## src/rtl/core/piecewise_gain_scheduler_macros.svh

```systemverilog
// Assertion macros shared by the gain scheduler RTL.
`ifndef PIECEWISE_GAIN_SCHEDULER_MACROS_SVH
`define PIECEWISE_GAIN_SCHEDULER_MACROS_SVH

// Same-cycle implication, sampled on clk and held off during reset.
`define PGS_ASSERT_IMPL(label, ante, cons) \
    label: assert property (@(posedge clk) disable iff (!rst_n) (ante) |-> (cons)) \
        else $error("gain scheduler assertion failed");

// Next-cycle implication, sampled on clk and held off during reset.
`define PGS_ASSERT_NEXT(label, ante, cons) \
    label: assert property (@(posedge clk) disable iff (!rst_n) (ante) |=> (cons)) \
        else $error("gain scheduler assertion failed");

`endif

```

## src/rtl/core/pgs_pkg.sv

```systemverilog
// Package with widths, types, register codes and reset values of the gain scheduler.
package pgs_pkg;

    // Field widths.
    localparam int MAG_W     = 24;
    localparam int GAIN_W    = 16;
    localparam int SET_W     = 48;
    localparam int FRAC_BITS = 16;
    localparam int FRAC_W    = FRAC_BITS + 1;
    localparam int PROD_W    = 32;
    localparam int DATA_W    = 64;
    localparam int ADDR_W    = 6;
    localparam int REG_IDX_W = 3;

    // Default number of quotient bits resolved in each divider stage.
    localparam int DIV_STEPS = 2;

    // Fraction value that stands for one in Q1.16.
    localparam logic [FRAC_W-1:0] FRAC_ONE = FRAC_W'(1) << FRAC_BITS;

    // Gain set: index 2 is kp, 1 is ki, 0 is kd, matching the register packing.
    typedef logic [2:0][GAIN_W-1:0] pgs_gains_t;

    typedef enum logic [1:0] {
        ZONE_ZERO       = 2'd0,
        ZONE_LOW_BLEND  = 2'd1,
        ZONE_HIGH_BLEND = 2'd2,
        ZONE_FAR        = 2'd3
    } pgs_zone_t;

    // Data that rides along with a division.
    typedef struct packed {
        pgs_zone_t  zone;
        pgs_gains_t lo_set;
        pgs_gains_t hi_set;
    } pgs_side_t;

    // Register indexes.
    localparam logic [REG_IDX_W-1:0] REG_LIN_FAR   = 3'd0;
    localparam logic [REG_IDX_W-1:0] REG_LIN_MID   = 3'd1;
    localparam logic [REG_IDX_W-1:0] REG_LIN_CLOSE = 3'd2;
    localparam logic [REG_IDX_W-1:0] REG_LIN_LIM   = 3'd3;
    localparam logic [REG_IDX_W-1:0] REG_ANG_FAR   = 3'd4;
    localparam logic [REG_IDX_W-1:0] REG_ANG_MID   = 3'd5;
    localparam logic [REG_IDX_W-1:0] REG_ANG_CLOSE = 3'd6;
    localparam logic [REG_IDX_W-1:0] REG_ANG_LIM   = 3'd7;

    // Reset values: gains kp/ki/kd in Q8.8, limits far/medium in Q16.8.
    localparam logic [SET_W-1:0] RST_LIN_FAR   = 48'h0A00_0000_0300;
    localparam logic [SET_W-1:0] RST_LIN_MID   = 48'h0600_0080_0200;
    localparam logic [SET_W-1:0] RST_LIN_CLOSE = 48'h0200_001A_0100;
    localparam logic [SET_W-1:0] RST_LIN_LIM   = 48'h002400_001800;
    localparam logic [SET_W-1:0] RST_ANG_FAR   = 48'h0600_0000_0180;
    localparam logic [SET_W-1:0] RST_ANG_MID   = 48'h0400_0033_0100;
    localparam logic [SET_W-1:0] RST_ANG_CLOSE = 48'h0200_001A_0080;
    localparam logic [SET_W-1:0] RST_ANG_LIM   = 48'h005A00_002D00;

endpackage

```

## src/rtl/core/pgs_divider.sv

```systemverilog
// Pipelined restoring divider that produces the Q1.16 blend fraction.
module pgs_divider import pgs_pkg::*; #(
    parameter int STEPS = DIV_STEPS
) (
    input  logic              clk,
    input  logic              rst_n,
    input  logic              en,
    input  logic              in_valid,
    input  logic [MAG_W-1:0]  in_rem,
    input  logic [MAG_W-1:0]  in_div,
    input  logic              in_q16,
    input  pgs_side_t         in_side,
    output logic              out_valid,
    output logic [FRAC_W-1:0] out_frac,
    output pgs_side_t         out_side
);

    localparam int NSTG = FRAC_BITS / STEPS;

    // Stage inputs.
    logic              src_valid [NSTG];
    logic [MAG_W-1:0]  src_rem   [NSTG];
    logic [MAG_W-1:0]  src_div   [NSTG];
    logic [FRAC_W-1:0] src_q     [NSTG];
    pgs_side_t         src_side  [NSTG];

    // Stage registers and their next values.
    logic              valid_reg [NSTG];
    logic [MAG_W-1:0]  rem_reg   [NSTG];
    logic [MAG_W-1:0]  rem_next  [NSTG];
    logic [MAG_W-1:0]  div_reg   [NSTG];
    logic [FRAC_W-1:0] q_reg     [NSTG];
    logic [FRAC_W-1:0] q_next    [NSTG];
    pgs_side_t         side_reg  [NSTG];

    genvar g;
    generate
        for (g = 0; g < NSTG; g++)
        begin : g_stage
            // The first stage takes the operands, later stages the stage before.
            if (g == 0)
            begin : g_first
                assign src_valid[g] = in_valid;
                assign src_rem[g]   = in_rem;
                assign src_div[g]   = in_div;
                assign src_q[g]     = {{FRAC_BITS{1'b0}}, in_q16};
                assign src_side[g]  = in_side;
            end
            else
            begin : g_rest
                assign src_valid[g] = valid_reg[g-1];
                assign src_rem[g]   = rem_reg[g-1];
                assign src_div[g]   = div_reg[g-1];
                assign src_q[g]     = q_reg[g-1];
                assign src_side[g]  = side_reg[g-1];
            end

            // Shift, compare and subtract once per quotient bit.
            always_comb
            begin
                logic [MAG_W-1:0]  r;
                logic [FRAC_W-1:0] q;
                logic [MAG_W:0]    t;
                r = src_rem[g];
                q = src_q[g];
                t = '0;
                for (int k = 0; k < STEPS; k++)
                begin
                    t = {r, 1'b0};
                    if (t >= {1'b0, src_div[g]})
                    begin
                        r = MAG_W'(t - {1'b0, src_div[g]});
                        q = {q[FRAC_W-2:0], 1'b1};
                    end
                    else
                    begin
                        r = t[MAG_W-1:0];
                        q = {q[FRAC_W-2:0], 1'b0};
                    end
                end
                rem_next[g] = r;
                q_next[g]   = q;
            end

            // Valid bit of the stage.
            always_ff @(posedge clk or negedge rst_n)
            begin
                if (!rst_n)
                    valid_reg[g] <= 1'b0;
                else if (en)
                    valid_reg[g] <= src_valid[g];
            end

            // Payload of the stage.
            always_ff @(posedge clk)
            begin
                if (en)
                begin
                    rem_reg[g]  <= rem_next[g];
                    div_reg[g]  <= src_div[g];
                    q_reg[g]    <= q_next[g];
                    side_reg[g] <= src_side[g];
                end
            end
        end
    endgenerate

    assign out_valid = valid_reg[NSTG-1];
    assign out_frac  = q_reg[NSTG-1];
    assign out_side  = side_reg[NSTG-1];

endmodule

```

## config.mk

```make
export PLATFORM = sky130hd
export DESIGN_NAME = pgs_divider
export DESIGN_NICKNAME = d
export VERILOG_FILES = /design/src/rtl/core/piecewise_gain_scheduler_macros.svh /design/src/rtl/core/pgs_pkg.sv /design/src/rtl/core/pgs_divider.sv
export SDC_FILE = /design/constraint.sdc
export NUM_CORES = 2
export LEC_CHECK = 0
export BUFFER_PORTS_ARGS = -buffer_cell sky130_fd_sc_hd__buf_2
export CORE_ASPECT_RATIO = 1.4
export CORE_MARGIN = 2
export CORE_UTILIZATION = 52
export DETAILED_ROUTE_END_ITERATION = 6
export PLACE_DENSITY = 0.69
export SYNTH_ARGS = -nofsm -noshare
export SYNTH_HDL_FRONTEND = slang
export SYNTH_SLANG_ARGS = --single-unit
```

## constraint.sdc

```tcl
create_clock -name clk -period 9.25 [get_ports clk]
set_input_delay 0.925 -clock clk [delete_from_list [all_inputs] [get_ports clk]]
set_output_delay 0.925 -clock clk [all_outputs]
set_load 0.005 [all_outputs]
```

# Word-level counts from Yosys, hierarchy flattened
# Memories as Yosys holds them, arrays and structs flattened.
# Cells that the tools add are included.
# op_classes
n_addsub	16
n_lt_le_gt_ge	16
muxes	34
# op_table
op	n
25-bit by 24-bit >= comparator with 1-bit output	16
24-bit 2-to-1 mux	16
24-bit subtractor	16
1-bit 2-to-1 mux	18
# word_totals
reg_bits	8
ram_bits	1304
output_inout_bits	116
wordCells	78
n_memories	4
# memory_table
memory	words	word_bits	read_ports	rd_clocked_by_memory_dff	wr	line	text
side_reg	8	98	8	0	8	pgs_divider.sv:34	pgs_side_t side_reg [NSTG];
div_reg	8	24	7	0	8	pgs_divider.sv:31	logic [MAG_W-1:0] div_reg [NSTG];
rem_reg	8	24	7	0	8	pgs_divider.sv:29	logic [MAG_W-1:0] rem_reg [NSTG];
q_reg	8	17	8	0	8	pgs_divider.sv:32	logic [FRAC_W-1:0] q_reg [NSTG];

# Longest topological paths before layout
# An unclocked memory read counts as a cell.
# logic_depth
ltp_word	5
mapped_depth	26
mapped_depth_nobuf	23

# Least setup slack after synthesis
# Ideal clock, no wire load.
# synth_path
path_type	input port to flip-flop
from	input in_div[12]
to	memory rem_reg[0][10], data pin
arrival_ps	5955
setup_slack_ps	3035
cell_stages	20
n_path_buf	2
cell_sequence	inv_1 -> ha_1 -> and3_1 -> nand4_1 -> or2_2 -> nor4_1 -> a211oi_1 -> o21ai_2 -> clkbuf_1 -> mux2_2 -> ha_1 -> a21boi_1 -> or4_4 -> a21bo_2 -> a31oi_4 -> o21ba_2 -> o21ai_1 -> a2111oi_4 -> buf_6 -> mux2_2
# synth_rtl
item	line	text
start: declaration	pgs_divider.sv:10	input logic [MAG_W-1:0] in_div,
end: declaration	pgs_divider.sv:29	

==> impl_metrics.ini <==
[die]
fp.dieW_um = 289
io_pins = 267
row_count = 146
dieArea_um2 = 116000
core_area_um2 = 113000
fp.dieH_um = 403
start_util_pct = 52.3

[detailed_routing]
via_per_inst = 5.48
drt_iter0_markers = 1841
wl_per_cell_um = 18.0
wirelength_um = 113000
ant_nets = 0
drc = 0
num_vias = 34408
dr.pass1.iters = 7

[sta]
slew_headroom_pct = 9.75
tightestPinTransition_ns = 1.32
clock_skew_ns = 0.0196
fin_crit_ns = 7.30
tns_ns = 0
finalSetupViolCount = 0
grt_setup_unrepaired = false
hold_viol = 0
timing.fmax_mhz = 137
slew_violations = 0
min_period_over_period_pct = 78.9
whs_ns = 0.392

[clocking]
cts_max_path_buffers = 3
cts_tree = yes
cts_sinks = 1208
clk_latency_ns = 0.70
clock-root-buffer = clkbuf_16
clk_pin_slew_ns = 0.06
cts_made_buffers = 112
cts_setup_buffers = 0
htreeDepth = 3

[synthesis]
syn-cell-area_um2 = 59000
synth_seq_cells = 1208
yosysSeqAreaShare_pct = 61.4
ys_warn_count = 0
yosys-top-cells-area = edfxtp_1 (61%), ha_1 (8.0%), mux2_2 (3.6%)
synth_ff_type = edfxtp_1
yosysTopAreaCell = edfxtp_1
synth_commonest_cells = edfxtp_1 (1200), ha_1 (376), a21oi_1 (317), inv_1 (297), nor2_1 (256)
yosysMostFrequentCell = edfxtp_1
ys_types = 91
async_flop_share_pct = 0.662
synth_top_area_share_pct = 61.1
synth_nets = 5000
synth-edff-count = 1200
syn_area_per_cell_um2 = 13.2
syn_inst = 4465

[min_path]
hold_path_class = in -> reg
hold-path-cell-count = 1
hp-start = in_side[60]
whs_endpoint = side_reg[0][60]

[layout]
fillers = 9114
layout.nets = 5251
fin_area_um2 = 65000
num_antenna_cells = 0
largest_register_ffs = 784
syn2layout_area_growth_pct = 10.2
drive_gt1_share_pct = 14.7

[global_routing]
antenna_found_initial = 0
grt-ovfl-total = 0
grt_max_degree = 175
grt_usage_pct = 19.4
grt_pass1_vias = 35270
grt_pass1_wl_um = 179000

[setup_path]
r2r_slack_ns = 1.95
crit_required_ns = 9.69
crit_type = reg -> reg
crit_chain = inv_1, ha_1, nor2b_1, o2111ai_1, nand3_1, a41o_1, buf_4, a221oi_1, nand4_1, o311ai_4, buf_4, mux2_2, ha_1, o21a_1, nor2_1, or3b_2, o21a_1, o311ai_0, nand2_1, nor2_1, a211o_1, mux2_2
path_buf_inv = 3
rr_startpoint = div_reg[4][1]
critPathLaunchType = flop
cp_top_family = compound AO/OA/AOI/OAI gates
rr_endpoint = rem_reg[5][17]
cp-end-kind = flop
cpPeakStageDelay_ns = 0.80
r2r_cells = 22
cp_max_fo = 34
cp.arrival_ns = 7.73
slowest_stage = a211o_1

[job]
cap_viol_max_count = 0

[pwr]
powerDensity_nw_per_um2 = 411
p_leak_nw = 25.3
peakVddDrop_mv = 0.212
power_mw = 26.7

[placed_design]
dp_hpwl_um = 83900
io_buffer_count = 266
place_area_um2 = 61500
gp_congestion = 0.936

[outcome]
status = complete, no violations
-- worst max path at each step --
stage | startpoint | endpoint | slack [ns] | cells after the start
2_1_floorplan | in_div[12] | rem_reg[0][10] | 3.03 | 20
3_3_place_gp | in_div[12] | rem_reg[0][7] | 1.78 | 19
3_5_place_dp | in_div[12] | rem_reg[0][1] | 1.73 | 19
4_1_cts | div_reg[4][1] | rem_reg[5][17] | 1.97 | 22
5_1_grt | div_reg[5][1] | rem_reg[6][22] | 1.49 | 21
6_report | div_reg[4][1] | rem_reg[5][17] | 1.95 | 22
-- routing by layer --
metal  track usage, %  part of all wire (%)  vias to the layer above
li1                 -                     -                    17184
met1             20.3                    37                    16311
met2             37.6                    55                      638
met3             2.43                   3.0                      275
met4             9.53                   4.8                        0
met5                0                     0                        -
-- logic make-up (layout without fill, tap and decap cells) --
family / count (synthesis) / in the layout / synth area share, %
AO/OA/AOI/OAI: 1026 / 1026 / 11.3
XOR/XNOR: 293 / 293 / 4.35
adder cells (fa/ha/maj): 384 / 384 / 8.24
buffers and inverters: 463 / 802 / 3.67
flip-flops: 1208 / 1208 / 61.4
multiplexers: 203 / 203 / 3.90
AND/OR/NAND/NOR: 888 / 888 / 7.16
-- cells in the final DEF, fill, tap and decap left out, types with 49 or more instances in the layout --
cell type | Yosys | routed
mux2_2 | 187 | 187
nand4_1 | 49 | 49
inv_1 | 297 | 297
buf_2 | 11 | 265
clkbuf_16 | 0 | 112
edfxtp_1 | 1200 | 1200
nor2_1 | 256 | 256
ha_1 | 376 | 376
xor2_1 | 96 | 96
o21ai_0 | 228 | 228
a21oi_1 | 317 | 316
nand2_1 | 240 | 240
nand3_1 | 62 | 62
o21a_1 | 63 | 63
a21o_1 | 115 | 115
nor3_1 | 53 | 53
xnor2_1 | 197 | 197
-- final cells by class --
type / count / area, um^2 / share of cell area, %
sequential: 1208 / 36200 / 55.7
multi-input combinational: 2794 / 20600 / 31.7
clock buffer: 133 / 2880 / 4.43
tap: 1480 / 1850 / 2.85
timing repair buffer: 298 / 1620 / 2.49
inverter: 302 / 1140 / 1.75
clock inverter: 69 / 663 / 1.02
-- stage by stage --
step,worst slack [ns],util (%),instances
after floorplan,3.03,-,4465
after global placement,1.78,54.5,6081
after detailed placement,1.73,54.5,6081
after CTS,1.97,57.6,6284
after global routing,1.49,57.6,6284
final,1.95,57.6,6284
-- repair_timing --
action / CTS / global route
endpoints found under the hold margin: 8 / 0
resized for setup: 0 / 0
hold buffers: 1 / 0
-- power breakdown --
part,leakage [nW],switching (mW),internal (mW)
sequential,11.8,0.362,7.48
clock,1.70,1.95,2.48
combinational,11.7,7.96,6.50
total,25.3,10.3,16.5
-- worst register-to-register path: stages (launching register included) --
cell       delay [ns]
edfxtp_1         0.46
inv_1            0.22
ha_1             0.28
nor2b_1          0.15
o2111ai_1        0.25
nand3_1          0.16
a41o_1           0.27
buf_4            0.17
a221oi_1         0.39
nand4_1          0.22
o311ai_4         0.13
buf_4            0.37
mux2_2           0.43
ha_1             0.40
o21a_1           0.16
nor2_1           0.04
or3b_2           0.46
o21a_1           0.28
o311ai_0         0.62
nand2_1          0.21
nor2_1           0.13
a211o_1          0.80
mux2_2           0.43
Note: power is estimated with default switching activity, not from simulation.
